$ cat src/hw/rtl/biquad_iir_filter_top_assert.svh
// ----------------------------------------------------------------------------
// Biquad filter assertion macros
// Concurrent assertion wrappers, compiled out for synthesis.
// ----------------------------------------------------------------------------
`ifndef BIQUAD_IIR_FILTER_TOP_ASSERT_SVH
`define BIQUAD_IIR_FILTER_TOP_ASSERT_SVH

`ifndef SYNTHESIS
// Same-cycle implication, sampled on clk, off during reset.
`define BQF_ASSERT_IMP(label, ante, cons) \
	label: assert property (@(posedge clk) disable iff (!arst_n) (ante) |-> (cons)) \
		else $error("biquad assertion failed");
// Next-cycle implication, sampled on clk, off during reset.
`define BQF_ASSERT_NXT(label, ante, cons) \
	label: assert property (@(posedge clk) disable iff (!arst_n) (ante) |=> (cons)) \
		else $error("biquad assertion failed");
`else
`define BQF_ASSERT_IMP(label, ante, cons)
`define BQF_ASSERT_NXT(label, ante, cons)
`endif

`endif

$ cat src/hw/rtl/bqf_pkg.sv
// ----------------------------------------------------------------------------
// Biquad filter package
// Widths, types, microcode table and saturation helpers.
// ----------------------------------------------------------------------------
package bqf_pkg;

	localparam int SAMPLE_WIDTH  = 24;
	localparam int COEF_WIDTH    = 18;
	localparam int STATE_WIDTH   = 40;
	localparam int GUARD_BITS    = 8;
	localparam int PROD_SHIFT    = COEF_WIDTH - 2 - GUARD_BITS;
	localparam int PROD_WIDTH    = SAMPLE_WIDTH + COEF_WIDTH;
	localparam int SCALED_WIDTH  = PROD_WIDTH - PROD_SHIFT;
	localparam int ACC_WIDTH     = STATE_WIDTH + 2;
	localparam int NUM_COEFS     = 5;
	localparam int CFG_IDX_WIDTH = 3;
	localparam int STEP_WIDTH    = 3;

	typedef logic signed [COEF_WIDTH-1:0]   coef_t;
	typedef logic signed [SAMPLE_WIDTH-1:0] sample_t;
	typedef logic signed [STATE_WIDTH-1:0]  state_t;
	typedef logic signed [SCALED_WIDTH-1:0] scaled_t;
	typedef logic signed [ACC_WIDTH-1:0]    acc_t;
	typedef logic [STEP_WIDTH-1:0]          step_t;

	// 1.0 in Q2.(COEF_WIDTH-2)
	localparam coef_t COEF_ONE = coef_t'(1 << (COEF_WIDTH - 2));

	localparam acc_t STATE_MAX  = acc_t'({1'b0, {(STATE_WIDTH-1){1'b1}}});
	localparam acc_t STATE_MIN  = -STATE_MAX - acc_t'(1);
	localparam acc_t SAMPLE_MAX = acc_t'({1'b0, {(SAMPLE_WIDTH-1){1'b1}}});
	localparam acc_t SAMPLE_MIN = -SAMPLE_MAX - acc_t'(1);
	localparam acc_t ROUND_HALF = acc_t'(1 << (GUARD_BITS - 1));

	// Coefficient select; also the configuration register index.
	typedef enum logic [CFG_IDX_WIDTH-1:0] {
		COEF_B0 = 3'd0,
		COEF_B1 = 3'd1,
		COEF_B2 = 3'd2,
		COEF_A1 = 3'd3,
		COEF_A2 = 3'd4
	} coef_sel_t;

	typedef enum logic [1:0] {
		ACC_HOLD,
		ACC_LOAD_W0,
		ACC_LOAD_W1,
		ACC_SUB
	} acc_op_t;

	typedef enum logic [1:0] {
		W1_HOLD,
		W1_LOAD,
		W1_SUB
	} w1_op_t;

	typedef enum logic [1:0] {
		SEQ_NEXT,
		SEQ_WAIT_IN,
		SEQ_FINISH
	} seq_op_t;

	typedef struct packed {
		seq_op_t   seq;
		coef_sel_t coef;
		logic      mul_y;
		acc_op_t   acc_op;
		logic      y_wr;
		w1_op_t    w1_op;
		logic      w0_wr;
	} ucode_t;

	localparam step_t STEP_IDLE   = 3'd0;
	localparam step_t STEP_MUL_B0 = 3'd1;
	localparam step_t STEP_MUL_B1 = 3'd2;
	localparam step_t STEP_MUL_B2 = 3'd3;
	localparam step_t STEP_MUL_A1 = 3'd4;
	localparam step_t STEP_MUL_A2 = 3'd5;
	localparam step_t STEP_FINISH = 3'd6;

	// Microcode table: product issued this step lands in the product
	// register and is consumed by the next step.
	function automatic ucode_t ucode_rom(input step_t step);
		ucode_t w;
		w = '{seq: SEQ_NEXT, coef: COEF_B0, mul_y: 1'b0, acc_op: ACC_HOLD,
			y_wr: 1'b0, w1_op: W1_HOLD, w0_wr: 1'b0};
		case (step)
			STEP_IDLE: begin
				w.seq = SEQ_WAIT_IN;
			end
			STEP_MUL_B0: begin
				w.coef = COEF_B0;
			end
			STEP_MUL_B1: begin
				w.coef   = COEF_B1;
				w.acc_op = ACC_LOAD_W0;
			end
			STEP_MUL_B2: begin
				w.coef   = COEF_B2;
				w.y_wr   = 1'b1;
				w.acc_op = ACC_LOAD_W1;
			end
			STEP_MUL_A1: begin
				w.coef  = COEF_A1;
				w.mul_y = 1'b1;
				w.w1_op = W1_LOAD;
			end
			STEP_MUL_A2: begin
				w.coef   = COEF_A2;
				w.mul_y  = 1'b1;
				w.acc_op = ACC_SUB;
			end
			STEP_FINISH: begin
				w.seq   = SEQ_FINISH;
				w.w0_wr = 1'b1;
				w.w1_op = W1_SUB;
			end
			default: begin
				w.seq = SEQ_FINISH;
			end
		endcase
		return w;
	endfunction

	function automatic state_t sat_state(input acc_t v);
		if (v > STATE_MAX)
			return STATE_MAX[STATE_WIDTH-1:0];
		if (v < STATE_MIN)
			return STATE_MIN[STATE_WIDTH-1:0];
		return v[STATE_WIDTH-1:0];
	endfunction

	// Round half up off the guard bits, then clamp to the sample range.
	function automatic sample_t round_sat_sample(input acc_t v);
		acc_t r;
		r = (v + ROUND_HALF) >>> GUARD_BITS;
		if (r > SAMPLE_MAX)
			return SAMPLE_MAX[SAMPLE_WIDTH-1:0];
		if (r < SAMPLE_MIN)
			return SAMPLE_MIN[SAMPLE_WIDTH-1:0];
		return r[SAMPLE_WIDTH-1:0];
	endfunction

endpackage

$ cat src/hw/rtl/biquad_iir_filter_top.sv
// ----------------------------------------------------------------------------
// Biquad IIR filter, transposed direct form II
// Microcoded second-order section with one shared coefficient multiplier.
// ----------------------------------------------------------------------------
// Usage:
//   Input channel in_valid/in_ready/sample_in takes one signed sample per item;
//   output channel out_valid/out_ready/sample_out returns one saturated sample
//   per item. Coefficients b0, b1, b2, a1, a2 (signed Q2.16, normalized by a0)
//   are written through cfg_write/cfg_index/cfg_data while the filter is idle;
//   an index past a2 is ignored.
// Timing:
//   A seven-step microprogram runs per item on one multiplier: five products
//   issued back to back, plus the wait step and a final write-back step.
//   The result is registered when the write-back step completes; only then
//   is a new item taken, in the wait step. The shared multiplier sets this.
//   The output register holds its item while the next sample is processed.
// Reset:
//   Delay words clear to zero and the coefficients reset to b0 = 1.0 with all
//   others zero, so the filter passes samples through unchanged.
// Stall:
//   If the previous item is still waiting at the output, the final step holds
//   (no state update) until the output register is free.
// ----------------------------------------------------------------------------
`include "biquad_iir_filter_top_assert.svh"

module biquad_iir_filter_top (
	input  logic                                      clk,
	input  logic                                      arst_n,
	input  logic                                      cfg_write,
	input  logic [bqf_pkg::CFG_IDX_WIDTH-1:0]         cfg_index,
	input  logic signed [bqf_pkg::COEF_WIDTH-1:0]     cfg_data,
	input  logic                                      in_valid,
	output logic                                      in_ready,
	input  logic signed [bqf_pkg::SAMPLE_WIDTH-1:0]   sample_in,
	output logic                                      out_valid,
	input  logic                                      out_ready,
	output logic signed [bqf_pkg::SAMPLE_WIDTH-1:0]   sample_out
);

	// Sequencer
	bqf_pkg::step_t   step_q;
	bqf_pkg::step_t   step_next;
	bqf_pkg::ucode_t  ucode;
	logic             stall;
	logic             go;
	logic             in_acc;
	logic             finish;

	// Coefficient bank
	bqf_pkg::coef_t   coef_q [bqf_pkg::NUM_COEFS];

	// Datapath
	bqf_pkg::sample_t x_q;
	bqf_pkg::sample_t y_q;
	bqf_pkg::coef_t   mul_coef;
	bqf_pkg::sample_t mul_val;
	logic signed [bqf_pkg::PROD_WIDTH-1:0] prod;
	bqf_pkg::scaled_t prod_q;
	bqf_pkg::acc_t    prod_ext;
	bqf_pkg::acc_t    acc_q;
	bqf_pkg::state_t  w0_q;
	bqf_pkg::state_t  w1_q;

	// Output register
	logic             out_valid_q;
	bqf_pkg::sample_t sample_out_q;

	// Fetch the control word for the current step.
	assign ucode  = bqf_pkg::ucode_rom(step_q);
	assign finish = (ucode.seq == bqf_pkg::SEQ_FINISH);

	// Hold the final step while the previous result still waits downstream.
	assign stall    = finish && out_valid_q && !out_ready;
	assign go       = !stall;
	assign in_ready = (ucode.seq == bqf_pkg::SEQ_WAIT_IN);
	assign in_acc   = in_valid && in_ready;

	// Step counter: wait for an item, advance, jump back after write-back.
	always_comb begin
		step_next = step_q;
		case (ucode.seq)
			bqf_pkg::SEQ_WAIT_IN: begin
				if (in_valid)
					step_next = step_q + bqf_pkg::step_t'(1);
			end
			bqf_pkg::SEQ_NEXT: begin
				step_next = step_q + bqf_pkg::step_t'(1);
			end
			bqf_pkg::SEQ_FINISH: begin
				if (go)
					step_next = bqf_pkg::STEP_IDLE;
			end
			default: begin
				step_next = bqf_pkg::STEP_IDLE;
			end
		endcase
	end

	always_ff @(posedge clk or negedge arst_n) begin
		if (!arst_n) begin
			step_q <= bqf_pkg::STEP_IDLE;
		end else begin
			step_q <= step_next;
		end
	end

	// Coefficient registers; drop writes beyond the last coefficient.
	always_ff @(posedge clk or negedge arst_n) begin
		if (!arst_n) begin
			for (int i = 0; i < bqf_pkg::NUM_COEFS; i++)
				coef_q[i] <= (i == int'(bqf_pkg::COEF_B0)) ? bqf_pkg::COEF_ONE : '0;
		end else if (cfg_write &&
			cfg_index < bqf_pkg::CFG_IDX_WIDTH'(bqf_pkg::NUM_COEFS)) begin
			coef_q[cfg_index] <= cfg_data;
		end
	end

	// Shared multiplier: coefficient times x or y, scaled to state units.
	assign mul_coef = coef_q[ucode.coef];
	assign mul_val  = ucode.mul_y ? y_q : x_q;
	assign prod     = mul_coef * mul_val;
	assign prod_ext = bqf_pkg::acc_t'(prod_q);

	always_ff @(posedge clk) begin
		if (in_acc)
			x_q <= sample_in;
		// Hold the last product while write-back stalls; w1 still needs it.
		if (go)
			prod_q <= bqf_pkg::scaled_t'(prod >>> bqf_pkg::PROD_SHIFT);
		if (ucode.y_wr)
			y_q <= bqf_pkg::round_sat_sample(acc_q);
		case (ucode.acc_op)
			bqf_pkg::ACC_LOAD_W0: acc_q <= prod_ext + bqf_pkg::acc_t'(w0_q);
			bqf_pkg::ACC_LOAD_W1: acc_q <= prod_ext + bqf_pkg::acc_t'(w1_q);
			bqf_pkg::ACC_SUB:     acc_q <= acc_q - prod_ext;
			default:              acc_q <= acc_q;
		endcase
	end

	// Delay words: update only once the write-back step really completes.
	always_ff @(posedge clk or negedge arst_n) begin
		if (!arst_n) begin
			w0_q <= '0;
			w1_q <= '0;
		end else if (go) begin
			if (ucode.w0_wr)
				w0_q <= bqf_pkg::sat_state(acc_q);
			case (ucode.w1_op)
				bqf_pkg::W1_LOAD: w1_q <= bqf_pkg::sat_state(prod_ext);
				bqf_pkg::W1_SUB:  w1_q <= bqf_pkg::sat_state(bqf_pkg::acc_t'(w1_q) - prod_ext);
				default:          w1_q <= w1_q;
			endcase
		end
	end

	// Output register: load on write-back, else release on handshake.
	always_ff @(posedge clk or negedge arst_n) begin
		if (!arst_n) begin
			out_valid_q <= 1'b0;
		end else if (finish && go) begin
			out_valid_q <= 1'b1;
		end else if (out_valid_q && out_ready) begin
			out_valid_q <= 1'b0;
		end
	end

	always_ff @(posedge clk) begin
		if (finish && go)
			sample_out_q <= y_q;
	end

	assign out_valid  = out_valid_q;
	assign sample_out = sample_out_q;

	// An accepted item starts the product sequence.
	`BQF_ASSERT_NXT(a_accept_starts, in_valid && in_ready, step_q == bqf_pkg::STEP_MUL_B0)
	// A new result only appears right after a completed write-back step.
	`BQF_ASSERT_IMP(a_out_from_finish, $rose(out_valid_q), $past(finish && go))
	// A completed write-back returns to the wait step with the result posted.
	`BQF_ASSERT_NXT(a_finish_returns, finish && go, step_q == bqf_pkg::STEP_IDLE && out_valid_q)

endmodule
$ cat config.mk
export PLATFORM = sky130hd
export DESIGN_NAME = biquad_iir_filter_top
export DESIGN_NICKNAME = d
export VERILOG_FILES = /design/src/hw/rtl/bqf_pkg.sv /design/src/hw/rtl/biquad_iir_filter_top.sv
export VERILOG_INCLUDE_DIRS = /design/src /design/src/hw/rtl
export SDC_FILE = /design/constraint.sdc
export NUM_CORES = 2
export LEC_CHECK = 0
export ABC_AREA = 1
export BUFFER_PORTS_ARGS = -buffer_cell sky130_fd_sc_hd__buf_2
export CAP_MARGIN = 10
export CORE_MARGIN = 4
export CORE_UTILIZATION = 65
export CTS_CLUSTER_SIZE = 28
export DETAILED_ROUTE_END_ITERATION = 10
export HOLD_SLACK_MARGIN = 0.05
export PLACE_DENSITY = 0.92
export SLEW_MARGIN = 0
export SYNTH_ARGS = -nofsm -noshare
export SYNTH_HDL_FRONTEND = slang
export SYNTH_SLANG_ARGS = --single-unit
$ cat constraint.sdc
create_clock -name clk -period 10.6 [get_ports clk]
set_input_delay 0.53 -clock clk [delete_from_list [all_inputs] [get_ports clk]]
set_output_delay 0.53 -clock clk [all_outputs]
set_load 0.03 [all_outputs]
---- Word-level counts from Yosys, hierarchy flattened ----
Index checks and enable logic that the tools add are counted.
W data, S select, Z words.
storage, ports and cells
  bits in read-only memories .............. 0
  output and inout bits ................... 26
  latch bits .............................. 0
  flip-flop bits (word level) ............. 322
  word-level logic and storage cells ...... 133
  memory bits (writable) .................. 0
  memories ................................ 0
cells by class
  add/subtract/negate cells ............... 6
  reduce and logical (&&, ||, !) cells .... 19
  divide/modulo/power cells ............... 0
  multipliers ............................. 1
  $lt $le $gt $ge ......................... 12
  eq/ne operators ......................... 15
  bitwise operators ....................... 3
  shift operators ......................... 0
  mux-type cells .......................... 63
operator list
  cell                     number
  $mux W40                 12
  $pmux W42 S3             1
  $mux W24                 5
  $bwmux W90               1
  $add A34 B40 Y41         2
  $pmux W40 S2             1
  $bmux W18 S3             1
  $demux W18 S3            1
  $mux W18                 3
  $add A42 B9 Y42 const B  1
  $gt A42 B40 Y1 const B   1
  $lt A42 B40 Y1 const B   1
  $mul A18 B24 Y42         1
  $sub A42 B34 Y42         1
  $gt A41 B40 Y1 const B   1
  $lt A41 B40 Y1 const B   1
  $sub A40 B34 Y41         1
  $gt A34 B40 Y1 const B   1
  $lt A34 B40 Y1 const B   1
  $gt A34 B24 Y1 const B   1
  $lt A34 B24 Y1 const B   1
  $mux W1                  31
  $pmux W3 S4              1
  $eq A3 B3 Y1 const B     3
  other kinds (24)         45

---- Depth between registers and ports, before layout ----
  depth after elaboration ................. 13
  gate-level depth with buffers ........... 39
  gate-level depth less buffers ........... 37

---- Least setup slack after synthesis ----
No wires, ideal clock.
  path type ............................... reg-to-reg
  from .................................... register step_q[2]
  to ...................................... register prod_q[33] (data pin)
  arrival time ............................ 7.427 ns
  buffers on the path ..................... 3
  setup slack ............................. 2.921 ns
  required time ........................... 10.348 ns
  period minus slack after synthesis ...... 7.679 ns
  setup time .............................. 0.252 ns
  stages on the path, launching flop included .. 31
  cell sequence ........................... dfrtp_1 > inv_2 > ha_1 > a21oi_1 > nand2_1 > nand2_1 > buf_6 > buf_2 > o31ai_1 > nand2_1 > inv_1 > buf_2 > nand2_1 > fa_1 > inv_1 > fa_1 > fa_1 > fa_1 > fa_1 > inv_1 > fa_1 > inv_1 > ha_1 > a21oi_1 > o21a_1 > a21boi_0 > nor2_1 > a211oi_1 > nand2_1 > nand2_1 > nand2_1
between the ends
  cells in the longest elaborated chain, start to end .. 7
  elaborated cells on any way between the ends .. 13
  those cells by class .................... mul: 1; eq/ne: 4; mux: 6; bitwise: 1; reduce/logical: 1
RTL lines
  what                                          RTL line                      source
  from (decl)                                   biquad_iir_filter_top.sv:41   bqf_pkg::step_t step_q;
  from (signal assigned)                        biquad_iir_filter_top.sv:101  step_q <= bqf_pkg::STEP_IDLE;
  from (signal assigned)                        biquad_iir_filter_top.sv:103  step_q <= step_next;
  $eq A3 B3 Y1 or $eq A3 B2 Y1 (tied branches)  bqf_pkg.sv:87                 case (step)
  $pmux W3 S4                                   bqf_pkg.sv:87
  $not A3 Y4 (implied by the code)              biquad_iir_filter_top.sv:119  assign mul_coef = coef_q[ucode.coef];
  $bmux W18 S3                                  biquad_iir_filter_top.sv:119
  $mux W18 (implied by the code) (2 in a row)   biquad_iir_filter_top.sv:119
  $mul A18 B24 Y42 (*)                          biquad_iir_filter_top.sv:121  assign prod = mul_coef * mul_val;
  named net prod, one bit                       biquad_iir_filter_top.sv:57   logic signed [bqf_pkg::PROD_WIDTH-1:0] prod;
  to (signal assigned)                          biquad_iir_filter_top.sv:129  prod_q <= bqf_pkg::scaled_t'(prod >>> bqf_pkg::PROD_SHIFT);
  to (decl)                                     biquad_iir_filter_top.sv:58   bqf_pkg::scaled_t prod_q;
The timed path passes the listed nets; every way through them passes the cells marked *. The select of a mux whose other input is x is not followed.
A chain may end at the register's enable or synchronous reset.

---- Final worst setup path ----
  from .................................... register step_q[0]
  to ...................................... register prod_q[33] (data pin)
Same word-level chain as after synthesis.

==> results.toml <==
[grt]
overflow = 0
grt_max_degree = 114
grt_usage_pct = 43.74
grt_pass1_vias = 38670
grt_pass1_wl_um = 225100
grt_antenna_before_repair = 1

[floorplanning]
die_h_um = 259.0
die_w_um = 259.0
dieArea_um2 = 67090
io_pins = 76
rows = 91
core_um2 = 62050
start_util_pct = 66.00

[critical_path]
reg2reg_slack_ps = 940
r2r_cells = 28
cpPeakStageDelay_ps = 990
crit_top_cell = "fa_1"
crit_type = "reg -> reg"
reg2reg_from = "step_q[0]$_DFFE_PN0P_"
startpoint = "step_q[0]$_DFFE_PN0P_"
crit_arrival_ps = 10020
crit_fanout = 37
start_kind = "flip-flop"
critical_path.endpoint = "prod_q[33]$_DFFE_PN_"
critPathSlowestCell = "fa_1"
cp.required_ps = 10960
endpoint_kind = "flip-flop"
timing.rr.end = "prod_q[33]$_DFFE_PN_"

[placed_design]
io_buffers = 75
dp_hpwl_um = 118800
place.gp.congestion = 1.064
placed_area_um2 = 41930

[routing]
drc = 0
first_iter_violations = 5006
vias = 39190
routed_wl_um = 147800
viasPerCell = 6.081
ant_nets = 0
drt_pre_antenna_iters = 9
post_drt_wl_per_cell_um = 22.94

[logic_synthesis]
ys_ff_latch = 322
synthXorXnorAreaFrac_pct = 2.374
async_flop_share_pct = 54.04
synth-adder-area-share_pct = 29.08
syn_inst = 5580
seq_area_frac_synth_pct = 21.49
synth_mux_area_share_pct = 0
syn-cell-area_um2 = 40950
synthesis.nets = 6325
synth_warnings = 0
avgSynthCellArea_um2 = 7.339
synth_ff_type = "dfrtp_1"
ys_types = 56
synth_top_family_by_area = "adder cells"
synth_compound_area_share_pct = 12.30
yosys.area_share.simple_pct = 23.92
synth_edf_count = 148

[sta]
drv_slew = 0
finalHoldViolations = 0
finalCritPeriodShare_pct = 91.09
final.setup.tns_ps = 0
finalSetupViolations = 0
maxSlewHeadroom_pct = 17.30
fmax_mhz = 103.6
worst_slew_pin_slew_ps = 1240
fin_crit_ps = 9656
grt_setup_unrepaired = "false"
fin_skew_ps = 42.75

[finish]
layout_common_cells = "1382 x nand2_1, 951 x inv_1, 610 x nor2_1"
drive_gt1_share_pct = 4.959
final_nets = 6318
final_common_cell = "nand2_1"
area_growth_pct = 5.789
postLayoutCellArea_um2 = 43330

[run_status]
status = "complete, no violations"

[clocking]
htreeDepth = 2
clk_path_buf_depth = 3
cts_tree = "done"
root_buffer = "clkbuf_16"
numCtsBuffers = 41
clkLatencyLatePin_ps = 610
cts_num_sinks = 322
path_clk_slew_ps = 70
cts_resized = 0

[min_path]
min_path_cells = 1
min_path_type = "in -> reg"

[job]
max_cap_viol_count = 0
-- worst min path at each step --
stage / start / end / slack, ps
final: sample_in[8] / x_q[8]$_DFFE_PP_ / 90
after floorplan: arst_n / coef_q[0]$_DFFE_PN0P_ / 230
after CTS: sample_in[14] / x_q[14]$_DFFE_PP_ / 80
after detailed placement: y_q[4]$_SDFFCE_PN1P_ / sample_out[4]$_DFFE_PP_ / 440
after global routing: sample_in[14] / x_q[14]$_DFFE_PP_ / 90
after global placement: y_q[12]$_SDFFCE_PN1P_ / sample_out[12]$_DFFE_PP_ / 440
-- state kept, by name, summed over array words and instances, names as in the netlist --
signal      cells
acc_q          42
coef_q         90
out_valid       1
prod_q         34
sample_out     24
step_q          3
w0_q           40
w1_q           40
x_q            24
y_q            24
-- final cells by class --
cell class	instances	area, um^2
fillers	4981	18730
well taps	837	1047
multi-input cells	4122	27760
inverters	969	3637
flip-flops and latches	322	8800
repair buffers	117	721.9
clock inverters	27	290.3
diodes	2	5.005
clock buffers	49	1066
-- repair_timing --
action	in CTS	in global routing
endpoints found under the setup margin	0	0
hold endpoints to repair	5	0
setup buffers	0	0
hold buffers	1	0
-- cell usage after synthesis, drive strengths merged (31+ instances only) --
cell,n,share of area [%]
nand2,1406,13
inv,964,8.8
nor2,618,5.7
fa,428,21
o21ai,368,4.6
a21oi,343,4.2
ha,267,8.2
nand3,232,2.9
dfrtp,173,11
edfxtp,148,11
buf,91,1.2
xor2,80,1.7
clkbuf,76,0.70
nor3,50,0.62
nand4,35,0.53
a21o,33,0.60
xnor2,31,0.66
-- logic make-up (layout without fill, tap and decap cells) --
family          Yosys count  after routing
other cells               0              2
fa+ha+maj               695            695
flops                   322            322
buf+inv                1136           1162
compound gates          902            902
simple gates           2414           2414
xor+xnor                111            111
-- critical path: cells and delay by family (launching register included) --
family          cells  cell delay (ps)
fa+ha+maj           8             4340
simple gates       12             2700
compound gates      4              990
buf+inv             4              930
flops               1              430
-- through the flow --
step                      worst slack, ps  hold WS [ps]  cells  util (%)
after global routing                244.5         90.42   6443     69.81
after floorplan                      2921         234.4   5580         -
after detailed placement             1047         439.2   6365     67.57
after global placement               1316         438.8   6365     67.57
after CTS                            1047         84.95   6442     69.77
final                               944.0         92.61   6445     69.82
-- per-layer routing --
layer	GRT usage [%]	wire, um	share of wire, %	up-vias
met1	55.27	54370	37	18530
met5	1.023	92	0.062	-
met2	68.75	65560	44	2524
met3	12.30	17490	12	585
li1	-	-	-	17560
met4	23.22	10320	7.0	2
Power is left out: the tool's default activity adds up to more than one toggle a clock period on the data nets, which glitch-free logic cannot reach.
